==> src/hdl/tss_pkg.sv <==
// ----------------------------------------------------------------------------
// tss_pkg: shared types and constants for the Taylor sine/cosine pipeline
// Fixed-point constants, the lane record that moves between series stages,
// and the per-term divisor and reciprocal tables.
// ----------------------------------------------------------------------------
package tss_pkg;

	localparam int SUM_W  = 34;
	localparam int TERM_W = 31;
	localparam int X2_W   = 32;

	localparam int SERIES_FRAC  = 28;
	localparam int RECIP_2PI_SH = 40;
	localparam int TERM_DIV_SH  = 34;

	localparam logic        [26:0] PI_Q24      = 27'd52707179;
	localparam logic        [26:0] TWO_PI_Q24  = 27'd105414357;
	localparam logic signed [32:0] HALF_PI_Q24 = 33'sd26353589;
	localparam logic        [13:0] RECIP_2PI   = 14'd10430;

	localparam logic signed [SUM_W+1:0] ONE_Q30 = (SUM_W+2)'(64'sd1073741824);

	typedef struct packed {
		logic signed [SUM_W-1:0]  acc;
		logic        [TERM_W-1:0] tmag;
		logic        [X2_W-1:0]   x2;
		logic                     xneg;
	} lane_t;

	function automatic logic [31:0] term_recip(input int n);
		logic [31:0] r;
		case (n)
			1:       r = 32'd2863311530;
			2:       r = 32'd858993459;
			3:       r = 32'd409044504;
			4:       r = 32'd238609294;
			5:       r = 32'd156180628;
			6:       r = 32'd110127366;
			7:       r = 32'd81808900;
			8:       r = 32'd63161283;
			9:       r = 32'd50233535;
			10:      r = 32'd40904450;
			11:      r = 32'd33952310;
			default: r = 32'd0;
		endcase
		return r;
	endfunction

	function automatic logic [8:0] term_div(input int n);
		return 9'((2 * n) * (2 * n + 1));
	endfunction

	function automatic logic signed [SUM_W-1:0] term_add(
		input logic signed [SUM_W-1:0]  acc,
		input logic        [TERM_W-1:0] tmag,
		input logic                     sub
	);
		logic signed [SUM_W-1:0] t;
		t = $signed({{(SUM_W - TERM_W){1'b0}}, tmag});
		return sub ? (acc - t) : (acc + t);
	endfunction

endpackage

==> src/hdl/tss_out.sv <==
// ----------------------------------------------------------------------------
// tss_out: final accumulation and output register
// Adds the last term, scales the Q.28 sum to Q2.30 and saturates to +/-1.0.
// ----------------------------------------------------------------------------
module tss_out #(
	parameter int LAST_IDX = 7
) (
	input  logic               clk,
	input  logic               arst_n,
	input  logic               up_valid,
	output logic               up_stall,
	input  tss_pkg::lane_t     up_lane,
	output logic               dn_valid,
	input  logic               dn_stall,
	output logic signed [31:0] value
);

	localparam logic SUB = (LAST_IDX % 2) == 1;

	logic               valid_q;
	logic signed [31:0] value_q;

	logic signed [tss_pkg::SUM_W-1:0] acc_c;
	logic signed [tss_pkg::SUM_W+1:0] v4_c;
	logic signed [tss_pkg::SUM_W+1:0] sat_c;

	assign up_stall = valid_q & dn_stall;
	assign dn_valid = valid_q;
	assign value    = value_q;

	always_comb begin
		acc_c = tss_pkg::term_add(up_lane.acc, up_lane.tmag, up_lane.xneg ^ SUB);
		v4_c  = {acc_c, 2'b00};
		if (v4_c > tss_pkg::ONE_Q30) begin
			sat_c = tss_pkg::ONE_Q30;
		end else if (v4_c < -tss_pkg::ONE_Q30) begin
			sat_c = -tss_pkg::ONE_Q30;
		end else begin
			sat_c = v4_c;
		end
	end

	always_ff @(posedge clk or negedge arst_n) begin
		if (!arst_n) begin
			valid_q <= 1'b0;
		end else if (!up_stall) begin
			valid_q <= up_valid;
		end
	end

	always_ff @(posedge clk) begin
		if (!up_stall) begin
			value_q <= 32'(sat_c);
		end
	end

endmodule

==> config.mk <==
export PLATFORM = sky130hd
export DESIGN_NAME = tss_out
export DESIGN_NICKNAME = d
export VERILOG_FILES = /design/src/hdl/tss_pkg.sv /design/src/hdl/tss_out.sv
export SDC_FILE = /design/constraint.sdc
export NUM_CORES = 1
export LEC_CHECK = 0
export BUFFER_PORTS_ARGS = -buffer_cell sky130_fd_sc_hd__buf_4
export CORE_ASPECT_RATIO = 1.5
export CORE_MARGIN = 2
export CORE_UTILIZATION = 40
export CTS_CLUSTER_SIZE = 28
export DETAILED_ROUTE_END_ITERATION = 8
export PLACE_DENSITY = 0.63
export SLEW_MARGIN = 20
export SYNTH_ARGS = -nofsm -noshare
export SYNTH_HDL_FRONTEND = slang
export SYNTH_SLANG_ARGS = --single-unit
==> constraint.sdc <==
create_clock -name clk -period 2.9 [get_ports clk]
set_input_delay 0.29 -clock clk [delete_from_list [all_inputs] [get_ports clk]]
set_output_delay 0.29 -clock clk [all_outputs]
set_load 0.02 [all_outputs]
# Yosys cells after proc, flatten, opt, wreduce, memory -nomap -nowiden
# Cells that the tools add are included.
# op_classes
n_mux	2
addsub	2
n_reduce_logical	1
bitwise	1
n_lt_le_gt_ge	2
# ops
operator	n
36-bit by 32-bit greater-than comparator with 1-bit output, second input constant	1
36-bit by 31-bit less-than comparator with 1-bit output, second input constant	1
34-bit by 32-bit adder with 34-bit output	1
34-bit two-way mux	1
34-bit by 32-bit subtractor with 34-bit output	1
32-bit two-way mux	1
2-bit OR reduction	1
1-bit bitwise AND	1
# word_totals
inputBits	102
register_bits	33

# Depth between registers and ports, before layout
# logic_depth
ltp_word	4
ltp_mapped	20
depth_no_buf	18

# Worst setup path before layout
# OpenSTA, ideal clock, no wires.
# synth_timing
path_kind	input-to-reg
from	in up_lane[41] (netlist name)
to	reg value_q[25], in the netlist value[25] (data pin)
path_stages	18
arrival_ns	4.068
setup_time_ns	0.177
path_slack_ns	-1.345
t_required_ns	2.723
path_cell_list	or4_4 nor4_1 nand3_1 nor2_1 a21oi_1 xnor2_1 ha_1 clkbuf_1 nand2_1 o21ai_1 a211oi_1 a22oi_1 o21ai_1 o211ai_1 and4b_1 nand3_1 buf_4 o32ai_1
# synth_via
elab_chain_cells	4
elab_cells_between_ends	6
cone_classes	add/sub (2); order compare (2); mux (1); reduce/logical (1)
# synth_lines
element	line_no	rtl
start: declaration	tss_out.sv:12	input tss_pkg::lane_t up_lane,
34-bit by 32-bit subtractor with 34-bit output / 34-bit by 32-bit adder with 34-bit output (equally long branches)	tss_pkg.sv:60	return sub ? (acc - t) : (acc + t);
34-bit two-way mux *	tss_pkg.sv:60	
36-bit by 32-bit greater-than comparator with 1-bit output / 36-bit by 31-bit less-than comparator with 1-bit output (equally long branches)	tss_out.sv:34, tss_out.sv:36	
2-bit OR reduction (no source line)	-	
end signal: assignment	tss_out.sv:53	value_q <= 32'(sat_c);
end: declaration	tss_out.sv:21	logic signed [31:0] value_q;
# Every way passes the cells marked *; elsewhere a longest branch is shown, timed or not.
# A chain may end at the register's enable or synchronous reset.

# Final worst setup path
# layout_timing
from	in up_lane[41] (netlist name)
to	reg value_q[13], in the netlist value[13] (data pin)
# Same word-level chain as after synthesis.

==> results.cfg <==
[floorplan]
coreArea_um2 = 10100
ioPinCount = 136
rows = 45
die_h_um = 128
initial_utilization = 0.408
die_area_um2 = 11100
die_x_um = 86.7

[placement]
io_buffers = 101
routabilityCongestion = 0.942
place_inst = 850
post-dp-hpwl_mm = 10.4

[cells_and_area]
fin_cells = 877
multi_input_area_um2 = 3390
nFillCells = 830
fin_util = 0.693
area_growth_pct = 70.1
regArea_um2 = 926
layout-drive-gt1-share = 0.526
n_antenna_cell = 0
final_nets = 896

[sta]
setup_viol = 30
finalCritPeriodShare = 1.45
slew_violations = 0
final_hold_viol_count = 0
max_freq_mhz = 238
rsz0062_at_grt = yes
finalCriticalPeriod_ps = 4200
postLayoutSetupSlackWorst_ps = -1300
skew_ps = 2.99

[detailed_routing]
routed_wl_mm = 13.0
wire_per_inst_um = 14.8
vias = 4687
drt-initial-drc-count = 235
drtAntennaViolNets = 0
drc = 0
vias_per_cell = 5.34
firstDrtPassIters = 4

[synthesis]
synth_area_leaders = edfxtp_1, ha_1, xor2_1
async_flop_share = 0.0323
netlist_area_um2 = 4110
yosysWarningCount = 0
syn_avg_cell_area_um2 = 8.45
synthesis.instances = 486
netlist.area_leader.share = 0.219
yosys.cell_types.count = 59
ys.flop_type = edfxtp_1
synth-seq-area-share = 0.225
synth_edf_count = 30
ys_ff_latch = 31
yosys.area.top_type = edfxtp_1

[global_route]
antenna_found_initial = 0
grt_pass1_wl_mm = 20.8
grt_pass1_vias = 4705
grt_overflow = 0
busiest_layer = met2
use_met2 = 0.435
met3_usage = 0.0161
grtUsageMet1 = 0.259
grt.total_usage = 0.231
grt_max_degree = 33

[pwr]
power.total_uw = 3050
irDropWorstVdd_uv = 223
leakagePower_uw = 0.00309
powerDensity_nw_per_um2 = 436

[clock_network]
cts.sinks = 31
cts_tree = yes
clockRootBuffer = clkbuf_16
cts_buffer_depth = 2
clock_latency_ps = 270
clk_pin_slew_worst_paths_ps = 50
htreeDepth = 2
cts-buffers-inserted = 5

[outcome]
status = finished, violations left
violations = setup timing

[worst_hold_path]
min_from = up_valid
hold_path.class = in2reg

[setup_path]
path_class = in2reg
r2r-start = dn_valid$_DFFE_PN0N_
start_kind = input pin
required_ps = 2990
cp-end-kind = flop
r2r_setup_slack_ps = 1750
worstSetupStartpoint = up_lane[41]
cp_max_fo = 10
critPathArrivalTime_ps = 4290

[flow_run]
maxCapViolCount = 0
[through the flow]
stage	worst slack, ps	hold slack, ps	instance area (um^2)	setup TNS, ps
6_report	-1300	206	6990	-36330
5_1_grt	-1470	223	6990	-41550
4_1_cts	-1190	206	6760	-33630
3_5_place_dp	-1700	66.5	6260	-47920
3_3_place_gp	-1650	65.4	6260	-45310
2_1_floorplan	-1160	-5.59	4170	-33410
[layout by cell type, fill, tap and decap left out, types with 4 or more instances in the layout]
| cell | instances |
|---|---|
| nor3_1 | 9 |
| a21oi_1 | 44 |
| xor2_1 | 38 |
| o21bai_1 | 4 |
| nand3_1 | 4 |
| buf_4 | 271 |
| ha_1 | 33 |
| o21ai_1 | 4 |
| or2_2 | 13 |
| edfxtp_1 | 30 |
| a31oi_1 | 6 |
| nand2_1 | 33 |
| o32ai_2 | 18 |
| clkbuf_16 | 7 |
| nand2_2 | 4 |
| a21oi_2 | 13 |
| nand4_1 | 12 |
| xnor2_1 | 18 |
| or2_4 | 7 |
| buf_6 | 16 |
| o21ai_0 | 22 |
| o21a_1 | 9 |
| inv_1 | 12 |
| o31ai_1 | 4 |
| nor2_1 | 42 |
| o211ai_1 | 5 |
[power breakdown]
group	total, uW	internal [uW]	switching, uW
combinational	2010	1010	1000
clock	480	315	165
sequential	555	544	10.8
total	3050	1870	1180
[cells by family after synthesis]
| family | Yosys count | share of synthesized area |
|---|---|---|
| flip-flops | 31 | 0.225 |
| XOR/XNOR | 61 | 0.130 |
| multiplexers | 1 | 0.00274 |
| other | 1 | 0.000913 |
| buffers and inverters | 41 | 0.0448 |
| AO/OA/AOI/OAI | 157 | 0.281 |
| adder cells (fa/ha/maj) | 35 | 0.108 |
| AND/OR/NAND/NOR | 159 | 0.207 |
[metal layers]
| layer | wire [um] | vias to the layer above |
|---|---|---|
| met5 | 0 | - |
| met4 | 575 | 0 |
| met3 | 337 | 41 |
| met2 | 6980 | 118 |
| met1 | 5070 | 2175 |
| li1 | - | 2353 |
[flip-flops by register name, summed over array words and instances (netlist names)]
name and cells:
value 30, dn_valid 1
[Yosys cell counts (3+ instances only)]
| master | n |
|---|---|
| o21ai_0 | 27 |
| o211ai_1 | 5 |
| xor2_1 | 40 |
| o21a_1 | 9 |
| o32ai_2 | 19 |
| or4_1 | 3 |
| nand3_1 | 6 |
| nor2_1 | 45 |
| a21o_1 | 3 |
| clkbuf_1 | 22 |
| a211oi_1 | 5 |
| a21oi_1 | 58 |
| nand2_1 | 38 |
| buf_4 | 4 |
| o21bai_1 | 4 |
| o31ai_1 | 4 |
| a31oi_1 | 9 |
| edfxtp_1 | 30 |
| or3_1 | 4 |
| nand4_1 | 12 |
| ha_1 | 34 |
| nor3_1 | 11 |
| xnor2_1 | 21 |
| inv_1 | 13 |
| or2_2 | 19 |
[repair_timing]
| item | CTS | global route |
|---|---|---|
| hold buffers | 1 | 0 |
| resized for setup | 63 | 29 |
| gates cloned | 2 | 2 |
| hold endpoints to repair | 1 | 0 |
| buffers inserted | 8 | 7 |
| setup endpoints to repair | 30 | 30 |
| pin swaps | 37 | 28 |
[worst max-delay path, stage by stage]
cell	delay (ps)
buf_6	90
or4_4	580
nor4_4	190
and3b_2	310
a31oi_2	110
xor2_1	150
ha_1	340
a21oi_1	230
o21ai_1	160
or4_1	540
nand2_1	140
o31ai_1	80
buf_4	150
xnor2_2	240
nand3_4	170
clkbuf_16	210
o32ai_2	290
[path summary, 6_finish.rpt]
check,cells after the start,to
max reg2reg,2,value[10]$_SDFFCE_PP0N_
min reg2reg,3,dn_valid$_DFFE_PN0N_
min,2,dn_valid$_DFFE_PN0N_
max in group asynchronous,2,dn_valid$_DFFE_PN0N_
min in group asynchronous,2,dn_valid$_DFFE_PN0N_
max,17,value[13]$_SDFFCE_PP0N_
[cell type report]
| cell class | count | area share |
|---|---|---|
| Multi-Input combinational cell | 415 | 0.485 |
| Timing Repair Buffer | 293 | 0.334 |
| Sequential cell | 31 | 0.133 |
| Tap cell | 117 | 0.0210 |
| Clock buffer | 7 | 0.0190 |
| Inverter | 13 | 0.00770 |
| Clock inverter | 1 | 0.000716 |
Note: power is estimated with default switching activity, not from simulation.
