File: src/hdl/tss_pkg.sv
// ----------------------------------------------------------------------------
// tss_pkg: shared types and constants for the Taylor sine/cosine pipeline
// Fixed-point constants, the lane record that moves between series stages,
// and the per-term divisor and reciprocal tables.
// ----------------------------------------------------------------------------
package tss_pkg;

	localparam int SUM_W  = 34;
	localparam int TERM_W = 31;
	localparam int X2_W   = 32;

	localparam int SERIES_FRAC  = 28;
	localparam int RECIP_2PI_SH = 40;
	localparam int TERM_DIV_SH  = 34;

	localparam logic        [26:0] PI_Q24      = 27'd52707179;
	localparam logic        [26:0] TWO_PI_Q24  = 27'd105414357;
	localparam logic signed [32:0] HALF_PI_Q24 = 33'sd26353589;
	localparam logic        [13:0] RECIP_2PI   = 14'd10430;

	localparam logic signed [SUM_W+1:0] ONE_Q30 = (SUM_W+2)'(64'sd1073741824);

	typedef struct packed {
		logic signed [SUM_W-1:0]  acc;
		logic        [TERM_W-1:0] tmag;
		logic        [X2_W-1:0]   x2;
		logic                     xneg;
	} lane_t;

	function automatic logic [31:0] term_recip(input int n);
		logic [31:0] r;
		case (n)
			1:       r = 32'd2863311530;
			2:       r = 32'd858993459;
			3:       r = 32'd409044504;
			4:       r = 32'd238609294;
			5:       r = 32'd156180628;
			6:       r = 32'd110127366;
			7:       r = 32'd81808900;
			8:       r = 32'd63161283;
			9:       r = 32'd50233535;
			10:      r = 32'd40904450;
			11:      r = 32'd33952310;
			default: r = 32'd0;
		endcase
		return r;
	endfunction

	function automatic logic [8:0] term_div(input int n);
		return 9'((2 * n) * (2 * n + 1));
	endfunction

	function automatic logic signed [SUM_W-1:0] term_add(
		input logic signed [SUM_W-1:0]  acc,
		input logic        [TERM_W-1:0] tmag,
		input logic                     sub
	);
		logic signed [SUM_W-1:0] t;
		t = $signed({{(SUM_W - TERM_W){1'b0}}, tmag});
		return sub ? (acc - t) : (acc + t);
	endfunction

endpackage

File: src/hdl/tss_term.sv
// ----------------------------------------------------------------------------
// tss_term: one Taylor term of the sine series
// Adds the incoming term into the running sum, then forms the next term as
// term * x^2 / ((2n)(2n+1) * 2^28) with a reciprocal multiply and correction.
// ----------------------------------------------------------------------------
module tss_term #(
	parameter int TERM_IDX = 1
) (
	input  logic           clk,
	input  logic           arst_n,
	input  logic           up_valid,
	output logic           up_stall,
	input  tss_pkg::lane_t up_lane,
	output logic           dn_valid,
	input  logic           dn_stall,
	output tss_pkg::lane_t dn_lane
);

	localparam logic [31:0] RECIP   = tss_pkg::term_recip(TERM_IDX);
	localparam logic [8:0]  DIVISOR = tss_pkg::term_div(TERM_IDX);
	localparam logic        SUB     = ((TERM_IDX - 1) % 2) == 1;

	logic v_s1, v_s2, v_s3;
	logic st1, st2, st3;

	logic signed [tss_pkg::SUM_W-1:0] acc_s1, acc_s2;
	logic        [61:0]               prod_s1;
	logic        [tss_pkg::X2_W-1:0]  x2_s1, x2_s2;
	logic                             xneg_s1, xneg_s2;
	logic        [33:0]               y_s2;
	logic        [65:0]               qm_s2;
	tss_pkg::lane_t                   lane_s3;

	logic [31:0] qe_c;
	logic [40:0] qd_c;
	logic [40:0] rem_c;
	logic [31:0] q_c;

	assign st3      = v_s3 & dn_stall;
	assign st2      = v_s2 & st3;
	assign st1      = v_s1 & st2;
	assign up_stall = st1;
	assign dn_valid = v_s3;
	assign dn_lane  = lane_s3;

	always_comb begin
		qe_c  = qm_s2[65:tss_pkg::TERM_DIV_SH];
		qd_c  = 41'(qe_c) * 41'(DIVISOR);
		rem_c = 41'(y_s2) - qd_c;
		q_c   = (rem_c >= 41'(DIVISOR)) ? (qe_c + 32'd1) : qe_c;
	end

	always_ff @(posedge clk or negedge arst_n) begin
		if (!arst_n) begin
			v_s1 <= 1'b0;
			v_s2 <= 1'b0;
			v_s3 <= 1'b0;
		end else begin
			if (!st1) v_s1 <= up_valid;
			if (!st2) v_s2 <= v_s1;
			if (!st3) v_s3 <= v_s2;
		end
	end

	always_ff @(posedge clk) begin
		if (!st1) begin
			acc_s1  <= tss_pkg::term_add(up_lane.acc, up_lane.tmag, up_lane.xneg ^ SUB);
			prod_s1 <= 62'(up_lane.tmag) * 62'(up_lane.x2);
			x2_s1   <= up_lane.x2;
			xneg_s1 <= up_lane.xneg;
		end
		if (!st2) begin
			y_s2    <= prod_s1[61:tss_pkg::SERIES_FRAC];
			qm_s2   <= 66'(prod_s1[61:tss_pkg::SERIES_FRAC]) * 66'(RECIP);
			acc_s2  <= acc_s1;
			x2_s2   <= x2_s1;
			xneg_s2 <= xneg_s1;
		end
		if (!st3) begin
			lane_s3.acc  <= acc_s2;
			lane_s3.tmag <= q_c[tss_pkg::TERM_W-1:0];
			lane_s3.x2   <= x2_s2;
			lane_s3.xneg <= xneg_s2;
		end
	end

endmodule

File: config.mk
export PLATFORM = sky130hd
export DESIGN_NAME = tss_term
export DESIGN_NICKNAME = d
export VERILOG_FILES = /design/src/hdl/tss_pkg.sv /design/src/hdl/tss_term.sv
export SDC_FILE = /design/constraint.sdc
export NUM_CORES = 2
export LEC_CHECK = 0
export ABC_CLOCK_PERIOD_IN_PS = 8900
export BUFFER_PORTS_ARGS = -buffer_cell sky130_fd_sc_hd__buf_2
export CORE_MARGIN = 2
export CORE_UTILIZATION = 45
export CTS_CLUSTER_DIAMETER = 30
export CTS_CLUSTER_SIZE = 14
export DETAILED_ROUTE_END_ITERATION = 8
export PLACE_DENSITY_LB_ADDON = 0.08
export SYNTH_ARGS = -nofsm -noshare
export SYNTH_HDL_FRONTEND = slang
export SYNTH_SLANG_ARGS = --single-unit
File: constraint.sdc
create_clock -name clk -period 8.9 [get_ports clk]
set_input_delay 1.78 -clock clk [delete_from_list [all_inputs] [get_ports clk]]
set_output_delay 1.78 -clock clk [all_outputs]
set_load 0.03 [all_outputs]
* Yosys cells after proc, flatten, opt, wreduce, memory -nomap -nowiden
Cells that the tools add are included.
Storage, ports and cells: register bits 396, output and inout bits 100, logic and storage cells 29
Operators by class: $add $sub $neg 4, multipliers 3, $lt $le $gt $ge 1, mux-type cells 2, bitwise operators 3
Operator list (count):
- $mul 34x31->65 const B | 1
- $mul 31x32->62 | 1
- $ge 41x3->1 const B | 1
- $sub 34x35->36 | 1
- $add 34x32->34 | 1
- $mul 32x2->34 const B | 1
- $mux 34 | 1
- $sub 34x32->34 | 1
- $add 31x1->31 const B | 1
- $mux 31 | 1
- $and 1x1->1 | 3

* Depth between registers and ports, before layout
word-level depth 4, mapped depth 31

* Worst setup path after synthesis
OpenSTA, ideal clock, no wires.
path type input port to flip-flop, start point input up_lane[38] (netlist bit), end point register prod_s1[56] (data pin), library setup time 0.259 ns, arrival time 8.846 ns, data required time 8.641 ns, setup slack -0.205 ns, stages 29, buffers on the path 2, path through clkbuf_1 -> clkbuf_1 -> and2_1 -> fa_1 -> fa_1 -> fa_1 -> inv_1 -> fa_1 -> inv_1 -> fa_1 -> inv_1 -> fa_1 -> inv_1 -> fa_1 -> inv_1 -> fa_1 -> inv_1 -> ha_1 -> and3_1 -> o211ai_1 -> o311a_1 -> o21ai_1 -> o21ai_0 -> a31o_2 -> a2111oi_0 -> a211o_2 -> a21boi_1 -> o21ba_2 -> xnor2_1
Between the ends: cells in the longest elaborated chain, start to end 1
RTL lines:
- start, declared | RTL line tss_term.sv:13 | input tss_pkg::lane_t up_lane,
- $mul 31x32->62 | RTL line tss_term.sv:68 | prod_s1 <= 62'(up_lane.tmag) * 62'(up_lane.x2);
- end signal, assigned | RTL line tss_term.sv:68
- end, declared | RTL line tss_term.sv:27 | logic [61:0] prod_s1;
No other way between the ends. A chain may end at the register's enable or synchronous reset.

* Worst setup path in the final report
start point input up_lane[19] (netlist bit), end point register prod_s1[54] (data pin)
Same word-level chain as after synthesis.

==> metrics.md <==
| Metric | Value |
|---|---|
| Met2 GRT Util | `0.429` |
| Clock transition at path regs | `roughly 0.050 ns` |
| Clock Path Buffers | `3` |
| Number of synthesized flops with an enable pin | `about 330` |
| Die Wd | `approximately 380 um` |
| Post-route ant nets | `0` |
| Die ar. | `between 0.1 and 0.15 mm2` |
| Drt first pass iters | `6` |
| RR Startpoint | `prod_s1[45]` |
| Vias in the first global route | `46500` |
| Fmax | `between 0.1 and 0.15 GHz` |
| Total track usage | `0.271` |
| Met3 usage | `0.0306` |
| I/O Pins | `between 200 and 250` |
| Clk root buf | `clkbuf_16` |
| Synth Warn # | `0` |
| Setup violators final | `0` |
| Sequential area share after synthesis | `0.159` |
| Design area | `about 0.071 mm2` |
| Synth Area in Adders | `0.535` |
| Initial antenna violation count | `16` |
| Number of synthesized register bits | `roughly 330` |
| Global route hottest layer | `met2` |
| Max_cap viols | `0` |
| H-tree Lvls | `3` |
| Final WL | `roughly 190000 um` |
| Status | `complete, no violations` |
| Ratio of cells with drive above 1 in the final layout | `0.114` |
| HP Class | `register to register` |
| Crit-path max FO | `7` |
| DRC Markers | `0` |
| Final hold viol count | `0` |
| Post-synthesis mux area share | `0.000796` |
| Count of cell types in the netlist | `around 90` |
| Final WS setup | `0.182 ns` |
| Final HPWL DP | `about 160000 um` |
| Main combinational cell family by area after synthesis | `adder cells` |
| Synth top area cells | `fa_1 40%, edfxtp_1 16%, ha_1 14%, inv_1 8.7%, and2_1 5.4%` |
| HP Start | `acc_s1[30]` |
| Cell row count | `~140` |
| Nature of the critical path endpoint | `register` |
| Synth Net Count | `8230` |
| Kind of critical path | `primary input to register` |
| First-pass GRT wire length | `~290000 um` |
| Critical Path RT | `9.29 ns` |
| Fin. max-slew vios | `0` |
| Cell Area, Synth | `between 0.06 and 0.07 mm2` |
| CTS tree | `yes` |
| Synth-to-layout area growth | `13.6%` |
| Syn_area_per_cell | `about 10 um2` |
| DR iter-0 viols | `~2900` |
| WL/cell | `21.9 um` |
| Nets | `around 8700` |
| Initial Utilization | `0.452` |
| XOR/XNOR Fraction of Synth Area | `0.0249` |
| Grt ovf | `0` |
| Largest net degree at the start of global routing | `62` |
| Worst slew margin | `0.244` |
| Syn Inst Count | `6190` |
| Vias/cell | `roughly 5` |
| Core Util, Final | `0.514` |
| Clock Skew | `0.0570 ns` |
| Top FF cell, synth | `edfxtp_1` |
| Port Buf Inserts | `201` |
| Via Count | `43700` |
| Setup WS pre-CTS | `-0.843 ns` |
| Post-Synth Simple-Gate Area | `0.124` |
| Post-synth top area cell | `fa_1` |
| Skew-Pair Late Insertion Delay | `about 0.67 ns` |
| Minimum clock period | `around 8.7 ns` |
| DIE HEIGHT | `approximately 380 um` |
| Critical Path Source Type | `primary input` |
| Fraction of registers with async set/reset | `0.00898` |
| CTS sink cnt | `about 330` |
| Post-synth top cells | `1463 x inv_1, 1253 x fa_1, 685 x ha_1` |
| Final period utilization | `0.979` |
| Count leader, synth | `inv_1` |
| WP data arrival | `9.11 ns` |
| TritonCTS Buffers | `between 70 and 80` |
| Slew @ Worst Pin | `between 1 and 1.5 ns` |
| Compound-Gate Fraction of Synth Area | `0.0547` |
| Crit path from | `up_lane[19]` |
| Met1 global-route usage | `0.399` |
| Setup_tns | `0 ns` |
| Area of the core | `0.139 mm2` |
| Gpl congestion | `0.951` |
| Yosys top cell area share | `0.399` |
| Setup Fix Bufs, Post-CTS | `0` |
| Placed cell area | `slightly below 0.07 mm2` |
-- what timing repair did --
| item | CTS | global route |
|---|---|---|
| pin swaps | 1 | 11 |
| endpoints found under the setup margin | 7 | 20 |
| hold buffers | 0 | 0 |
| gates resized for setup | 10 | 48 |
-- registers in the layout (all words and copies together), names as in the netlist, 32 cells and up --
name     cells
x2_s2       32
dn_lane     98
qm_s2       32
acc_s1      34
y_s2        33
prod_s1     34
acc_s2      34
x2_s1       32
-- logic make-up after synthesis --
| kind of cell | after synthesis |
|---|---|
| buf+inv | 1691 |
| simple gates | 1523 |
| mux | 5 |
| fa+ha+maj | 1938 |
| flops | 334 |
| xor+xnor | 179 |
| compound gates | 520 |
-- layer usage --
metal	part of all wire	wire, um	vias to the layer above
met5	0.000053	10	-
met4	0.025	4700	2
met3	0.052	9740	212
met2	0.45	85500	1100
met1	0.47	88000	22500
li1	-	-	20000
-- layout by cell type, fill, tap and decap left out, types with 73 or more instances in the layout --
cell / synthesis / layout
a21o_1: 73 / 73
a21oi_1: 151 / 147
and2_1: 547 / 547
buf_2: 3 / 175
buf_4: 0 / 372
clkbuf_16: 0 / 73
edfxtp_1: 331 / 331
fa_1: 1253 / 1251
ha_1: 685 / 684
inv_1: 1463 / 1462
nand2_1: 553 / 552
nor2_1: 140 / 140
o21ai_0: 97 / 92
xnor2_1: 128 / 128
-- worst max-delay path, cell delays in order --
cell       delay, ns
buf_2           0.19
buf_4           0.19
and2_1          0.17
fa_1            0.48
fa_1            0.51
fa_1            0.56
inv_1           0.05
fa_1            0.48
inv_1           0.05
fa_1            0.48
fa_1            0.61
fa_1            0.45
fa_1            0.46
ha_1            0.32
a21oi_2         0.18
o21ai_2         0.09
buf_4           0.14
o311a_1         0.30
a32oi_2         0.23
o21ai_4         0.13
o21ai_2         0.18
a31o_4          0.20
a2111oi_4       0.07
a211o_2         0.37
buf_4           0.16
a21oi_1         0.16
xnor2_1         0.07
-- metrics by stage --
step | hold slack [ns] | cells
after detailed placement | 0.405 | 8432
after global placement | 0.400 | 8432
after floorplan | 0.400 | 6190
after global routing | 0.398 | 8567
after CTS | 0.400 | 8566
final | 0.400 | 8571
-- worst paths after layout --
check                              end  slack (ns)  depth (start not counted)
setup / recovery           prod_s1[54]        0.18                         27
hold / removal              acc_s2[30]        0.40                          0
setup reg to reg             qm_s2[65]        0.49                         29
hold reg to reg             acc_s2[30]        0.40                          0
max in group asynchronous         v_s2        7.89                          1
min in group asynchronous     dn_valid        0.90                          1
-- layout make-up --
type	count	area, um2
Multi-Input combinational cell	4165	46600
Inverter	1463	5490
Tap cell	1876	2350
Clock inverter	53	717
Sequential cell	334	10000
Clock buffer	81	1860
Antenna cell	5	12.5
Fill cell	12900	67700
Timing Repair Buffer	594	4400
Power is left out: the tool's default activity adds up to more than one toggle a clock period on the data nets, which glitch-free logic cannot reach.
