<file path="src/hdl/tss_pkg.sv">
// ----------------------------------------------------------------------------
// tss_pkg: shared types and constants for the Taylor sine/cosine pipeline
// Fixed-point constants, the lane record that moves between series stages,
// and the per-term divisor and reciprocal tables.
// ----------------------------------------------------------------------------
package tss_pkg;

	localparam int SUM_W  = 34;
	localparam int TERM_W = 31;
	localparam int X2_W   = 32;

	localparam int SERIES_FRAC  = 28;
	localparam int RECIP_2PI_SH = 40;
	localparam int TERM_DIV_SH  = 34;

	localparam logic        [26:0] PI_Q24      = 27'd52707179;
	localparam logic        [26:0] TWO_PI_Q24  = 27'd105414357;
	localparam logic signed [32:0] HALF_PI_Q24 = 33'sd26353589;
	localparam logic        [13:0] RECIP_2PI   = 14'd10430;

	localparam logic signed [SUM_W+1:0] ONE_Q30 = (SUM_W+2)'(64'sd1073741824);

	typedef struct packed {
		logic signed [SUM_W-1:0]  acc;
		logic        [TERM_W-1:0] tmag;
		logic        [X2_W-1:0]   x2;
		logic                     xneg;
	} lane_t;

	function automatic logic [31:0] term_recip(input int n);
		logic [31:0] r;
		case (n)
			1:       r = 32'd2863311530;
			2:       r = 32'd858993459;
			3:       r = 32'd409044504;
			4:       r = 32'd238609294;
			5:       r = 32'd156180628;
			6:       r = 32'd110127366;
			7:       r = 32'd81808900;
			8:       r = 32'd63161283;
			9:       r = 32'd50233535;
			10:      r = 32'd40904450;
			11:      r = 32'd33952310;
			default: r = 32'd0;
		endcase
		return r;
	endfunction

	function automatic logic [8:0] term_div(input int n);
		return 9'((2 * n) * (2 * n + 1));
	endfunction

	function automatic logic signed [SUM_W-1:0] term_add(
		input logic signed [SUM_W-1:0]  acc,
		input logic        [TERM_W-1:0] tmag,
		input logic                     sub
	);
		logic signed [SUM_W-1:0] t;
		t = $signed({{(SUM_W - TERM_W){1'b0}}, tmag});
		return sub ? (acc - t) : (acc + t);
	endfunction

endpackage

</file>
<file path="src/hdl/tss_reduce.sv">
// ----------------------------------------------------------------------------
// tss_reduce: angle preparation and range reduction
// Forms pi/2 - angle for cosine, takes a truncating remainder modulo 2*pi by
// reciprocal multiply, folds into [-pi, pi], and squares the Q.28 argument.
// ----------------------------------------------------------------------------
module tss_reduce (
	input  logic                clk,
	input  logic                arst_n,
	input  logic                up_valid,
	output logic                up_stall,
	input  logic                kind,
	input  logic signed [31:0]  angle,
	output logic                dn_valid,
	input  logic                dn_stall,
	output tss_pkg::lane_t      lane
);

	logic        v_s1, v_s2, v_s3, v_s4, v_s5;
	logic        st1, st2, st3, st4, st5;

	logic [31:0] mag_s1;
	logic        neg_s1;
	logic [45:0] qm_s2;
	logic [31:0] mag_s2;
	logic        neg_s2;
	logic [26:0] rem_s3;
	logic        neg_s3;
	logic [29:0] xmag_s4;
	logic        xneg_s4;
	tss_pkg::lane_t lane_s5;

	logic signed [32:0] a_c;
	logic        [32:0] amag_c;
	logic        [5:0]  q_c;
	logic        [32:0] qd_c;
	logic        [32:0] rem_c;
	logic        [32:0] remf_c;
	logic        [26:0] fmag_c;
	logic               fneg_c;
	logic        [59:0] sq_c;

	assign st5      = v_s5 & dn_stall;
	assign st4      = v_s4 & st5;
	assign st3      = v_s3 & st4;
	assign st2      = v_s2 & st3;
	assign st1      = v_s1 & st2;
	assign up_stall = st1;
	assign dn_valid = v_s5;
	assign lane     = lane_s5;

	always_comb begin
		if (kind) begin
			a_c = tss_pkg::HALF_PI_Q24 - 33'(angle);
		end else begin
			a_c = 33'(angle);
		end
		amag_c = a_c[32] ? 33'(-a_c) : 33'(a_c);
	end

	always_comb begin
		q_c    = qm_s2[45:tss_pkg::RECIP_2PI_SH];
		qd_c   = 33'(q_c) * 33'(tss_pkg::TWO_PI_Q24);
		rem_c  = 33'(mag_s2) - qd_c;
		remf_c = (rem_c >= 33'(tss_pkg::TWO_PI_Q24)) ?
			(rem_c - 33'(tss_pkg::TWO_PI_Q24)) : rem_c;
	end

	always_comb begin
		if (rem_s3 > tss_pkg::PI_Q24) begin
			fmag_c = tss_pkg::TWO_PI_Q24 - rem_s3;
			fneg_c = ~neg_s3;
		end else begin
			fmag_c = rem_s3;
			fneg_c = neg_s3;
		end
	end

	assign sq_c = 60'(xmag_s4) * 60'(xmag_s4);

	always_ff @(posedge clk or negedge arst_n) begin
		if (!arst_n) begin
			v_s1 <= 1'b0;
			v_s2 <= 1'b0;
			v_s3 <= 1'b0;
			v_s4 <= 1'b0;
			v_s5 <= 1'b0;
		end else begin
			if (!st1) v_s1 <= up_valid;
			if (!st2) v_s2 <= v_s1;
			if (!st3) v_s3 <= v_s2;
			if (!st4) v_s4 <= v_s3;
			if (!st5) v_s5 <= v_s4;
		end
	end

	always_ff @(posedge clk) begin
		if (!st1) begin
			mag_s1 <= amag_c[31:0];
			neg_s1 <= a_c[32];
		end
		if (!st2) begin
			qm_s2  <= 46'(mag_s1) * 46'(tss_pkg::RECIP_2PI);
			mag_s2 <= mag_s1;
			neg_s2 <= neg_s1;
		end
		if (!st3) begin
			rem_s3 <= remf_c[26:0];
			neg_s3 <= neg_s2;
		end
		if (!st4) begin
			xmag_s4 <= {fmag_c[25:0], 4'b0000};
			xneg_s4 <= fneg_c;
		end
		if (!st5) begin
			lane_s5.acc  <= '0;
			lane_s5.tmag <= 31'(xmag_s4);
			lane_s5.x2   <= sq_c[59:tss_pkg::SERIES_FRAC];
			lane_s5.xneg <= xneg_s4;
		end
	end

endmodule

</file>
<file path="config.mk">
export PLATFORM = sky130hd
export DESIGN_NAME = tss_reduce
export DESIGN_NICKNAME = d
export VERILOG_FILES = /design/src/hdl/tss_pkg.sv /design/src/hdl/tss_reduce.sv
export SDC_FILE = /design/constraint.sdc
export NUM_CORES = 2
export LEC_CHECK = 0
export ABC_CLOCK_PERIOD_IN_PS = 22100
export BUFFER_PORTS_ARGS = -buffer_cell sky130_fd_sc_hd__buf_4
export CORE_ASPECT_RATIO = 1.4
export CORE_MARGIN = 2
export CORE_UTILIZATION = 53
export CTS_BUF_LIST = sky130_fd_sc_hd__clkbuf_16
export DETAILED_ROUTE_END_ITERATION = 6
export PLACE_DENSITY = 0.8
export SYNTH_ARGS = -nofsm -noshare
export SYNTH_HDL_FRONTEND = slang
export SYNTH_SLANG_ARGS = --single-unit
</file>
<file path="constraint.sdc">
create_clock -name clk -period 22.1 [get_ports clk]
set_input_delay 1.105 -clock clk [delete_from_list [all_inputs] [get_ports clk]]
set_output_delay 1.105 -clock clk [all_outputs]
set_load 0.01 [all_outputs]
</file>
After elaboration in Yosys (flattened, before gate mapping)
Cells that the tools add are included.
Widths: inputs -> output; s select.
- $add $sub $neg: 5
- multiply operators: 3
- order comparisons: 2
- mux-type cells: 5
- bitwise gates (word level): 6
- operator list (kind ; count):
    $mul 26x26->52 ; 1
    $mul 32x13->45 const B ; 1
    $ge 33x27->1 const B ; 1
    $mul 6x27->33 const B ; 1
    $mux 33 ; 1
    $sub 26x32->33 const A ; 1
    $sub 32x33->33 ; 1
    $mux 32 ; 1
    $neg 32->32 ; 1
    $gt 27x26->1 const B ; 1
    $mux 27 ; 1
    $sub 27x27->27 const B ; 1
    $mux 26 ; 1
    $sub 26x26->26 const A ; 1
    $and 1x1->1 ; 5
    $mux 1 ; 1
    $not 1->1 ; 1
- bits in registers: 230
- bits of input ports: 37
- output and inout bits: 100
- word-level logic and storage cells: 38

Logic depth before layout (Yosys ltp)
- depth in word-level cells: 5
- depth in mapped cells: 29
- depth with buffers taken out: 27

Worst setup path before layout
No wires, ideal clock.
- path type: register -> register
- start: register xmag_s4[7]
- end: register lane_s5, in the netlist lane[29], data pin
- setup time: 258 ps
- arrival time: 7387 ps
- required time: 21842 ps
- path slack: 14455 ps
- cell stages (with the launch flop): 28
- buffers on the path: 2
- cell sequence: edfxtp_1 -> clkbuf_1 -> clkbuf_1 -> nand2_1 -> fa_1 -> inv_1 -> fa_1 -> fa_1 -> inv_1 -> fa_1 -> inv_1 -> fa_1 -> fa_1 -> inv_1 -> fa_1 -> inv_1 -> ha_1 -> and3_1 -> or4b_2 -> o211ai_1 -> a221oi_1 -> a31o_2 -> a2bb2oi_1 -> a21o_1 -> o21ai_0 -> a31o_2 -> a31oi_1 -> xnor2_1
- longest elaborated chain between the ends: 1
- ends and longest elaborated chain (item ; RTL line ; source):
    start: declaration ; tss_reduce.sv:28 ; logic [29:0] xmag_s4;
    start signal: assignment ; tss_reduce.sv:111 ; xmag_s4 <= {fmag_c[25:0], 4'b0000};
    $mul 26x26->52 ; tss_reduce.sv:78 ; assign sq_c = 60'(xmag_s4) * 60'(xmag_s4);
    net sq_c[56] ; tss_reduce.sv:40 ; logic [59:0] sq_c;
    end: declaration ; tss_reduce.sv:30 ; tss_pkg::lane_t lane_s5;
The timed path passes the listed nets, and every way through them passes these cells.
A chain may end at the register's enable or synchronous reset.

Worst setup path in the final report
- start: register xmag_s4[7]
- end: register lane_s5, in the netlist lane[32], data pin
The elaborated chain is that of the path after synthesis.

==> impl_metrics.json <==
{
  "status": "complete, no violations",
  "cts_inserted_buffers": 17,
  "grt_antenna_before_repair": 0,
  "ctsHoldBuffers": 0,
  "synth_compound_area_frac": 0.0676,
  "stdcell_count": 4859,
  "placed_cells": 4827,
  "place_congestion": 0.931,
  "crit_type": "flip-flop to flip-flop",
  "n_antenna_cell": 0,
  "pre_cts_slack_ns": 13.44,
  "ys_seq_elements": 191,
  "areaGrowthSynthToFinish_pct": 6.01,
  "clk_latency_ns": 0.53,
  "critPathTopFamily": "adder cells",
  "globalRouteOverflowTotal": 0,
  "cts-root-buf": "clkbuf_16",
  "multi_input_area_mm2": 0.0279,
  "drc": 0,
  "grt_pass1_vias": 28900,
  "yosys.area_share.xor_xnor": 0.0435,
  "layout_setup_ws_ns": 13.45,
  "tightest_slew_ns": 1.11,
  "start_kind": "flip-flop",
  "yosys.cell_types.count": 80,
  "hp-class": "input port to async pin",
  "setup_viol": 0,
  "fin_crit_sh": 0.391,
  "slowest_delay_ns": 0.65,
  "rsz0062_at_grt": "no",
  "core_area_mm2": 0.0713,
  "async_reset_ff_frac": 0.0262,
  "h-tree-depth": 4,
  "postCtsSetupBuffers": 0,
  "cts_resized": 0,
  "synth_top_family_by_area": "adder cells",
  "grt_max_degree": 61,
  "synth_seq_area_share": 0.150,
  "drive_gt1_frac": 0.0478,
  "regArea_mm2": 0.00571,
  "cap_viol_max_count": 0,
  "clk_path_buf_depth": 2,
  "viasPerCell": 5.31,
  "grt_use_total": 0.244,
  "yosysWarnings": 0,
  "synth_fa_ha_area_frac": 0.524,
  "dr_total_vias": 25800,
  "slew_violations": 0,
  "synth-simple-area-share": 0.0931,
  "first_pass_iters": 7,
  "cp_slowest_cell": "a2bb2oi_1",
  "fin_worst_skew_ns": 0.0164,
  "io_pins": 137,
  "worst_ep_arrival_time_ns": 8.91,
  "row_count": 116,
  "final_cell_mix": "inv_1, fa_1, ha_1",
  "cts.sinks": 191,
  "nets": 5091,
  "place_hpwl_um": 70700,
  "synth-edff-count": 186,
  "fill_cells": 5948,
  "cts_tree": "built",
  "postSynthAreaPerCell_um2": 9.90,
  "fmax_mhz": 116,
  "syn_area_mm2": 0.0381,
  "cpMostUsedCell": "fa_1",
  "syn_inst": 3843,
  "slew-limit-headroom": 0.256,
  "dieWidth_um": 230,
  "end_kind": "flip-flop",
  "drt_iter0_markers": 1264,
  "grt_first_pass_wirelength_um": 140000,
  "dieArea_mm2": 0.0740,
  "clk_pin_slew_worst_paths_ns": 0.09,
  "synthFlopType": "edfxtp_1",
  "hold_ws_ns": 0.364,
  "final_common_cell": "inv_1",
  "critPathBufInv": 6,
  "wire_per_inst_um": 17.4,
  "required_ns": 22.36,
  "hold_viol": 0,
  "fin_crit_ns": 8.65,
  "dieHeight_um": 321,
  "port_buffers": 97,
  "postRouteAntennaNets": 0,
  "drt-total-wl_um": 84300,
  "crit_fanout": 22,
  "muxShareOfSynthArea": 0.00194,
  "start_util": 0.534,
  "tns_ns": 0
}
-- final timing paths --
check	startpoint	end	slack, ns	depth (start not counted)
worst max-delay path	xmag_s4[7]$_DFFE_PN_	lane[32]$_DFFE_PN_	13.45	26
worst min-delay path	arst_n	dn_valid$_DFFE_PN0N_	0.36	1
worst max register to register	xmag_s4[7]$_DFFE_PN_	lane[32]$_DFFE_PN_	13.45	26
worst min register to register	neg_s2$_DFFE_PN_	neg_s3$_DFFE_PN_	0.43	0
max in group asynchronous	arst_n	v_s4$_DFFE_PN0N_	21.63	1
min in group clk	neg_s2$_DFFE_PN_	neg_s3$_DFFE_PN_	0.43	0
-- logic make-up after synthesis --
kind of cell    Yosys count
fa+ha+maj              1152
xor+xnor                189
flops                   191
simple gates            729
mux                       7
other cells               1
buf+inv                1174
compound gates          400
-- routing by layer --
metal | vias to the layer above | GRT usage | part of all wire
met3 | 277 | 0.0316 | 0.039
met1 | 12900 | 0.240 | 0.33
met2 | 739 | 0.476 | 0.56
met4 | 0 | 0.148 | 0.063
li1 | 11900 | - | -
met5 | - | 0 | 0
-- per-stage QoR --
stage / util / instance area, um^2
floorplan: - / 38200
global placement: 0.558 / 39700
detailed placement: 0.558 / 39700
CTS: 0.566 / 40300
global route: 0.566 / 40300
finish: 0.566 / 40300
-- synthesized netlist by cell type, types with 16 or more instances --
cell / count / area, um^2
a21o_1: 42 / 315
a21oi_1: 110 / 551
a31oi_1: 18 / 113
and2_1: 142 / 888
and3_1: 18 / 113
buf_4: 40 / 300
clkbuf_1: 75 / 282
edfxtp_1: 186 / 5590
fa_1: 735 / 14700
ha_1: 417 / 5220
inv_1: 1047 / 3930
nand2_1: 264 / 991
nand2b_1: 17 / 106
nand3_1: 34 / 170
nand4_1: 16 / 100
nor2_1: 138 / 518
nor3_1: 30 / 150
o211ai_1: 19 / 143
o21a_1: 20 / 150
o21ai_0: 77 / 385
xnor2_1: 113 / 990
xor2_1: 76 / 666
-- sequential cells by signal (all words and copies together), names as in the netlist, 6 cells and up --
name     flops
lane        59
mag_s2      32
mag_s1      32
rem_s3      27
qm_s2        6
xmag_s4     26
-- layout make-up --
class                           instances  share of cell area
Clock inverter                         15             0.00447
Tap cell                              944              0.0293
Sequential cell                       191               0.142
Multi-Input combinational cell       2516               0.693
Inverter                             1047              0.0974
Timing Repair Buffer                  129              0.0240
Clock buffer                           17              0.0105
Power is left out: the tool's default activity adds up to more than one toggle a clock period on the data nets, which glitch-free logic cannot reach.
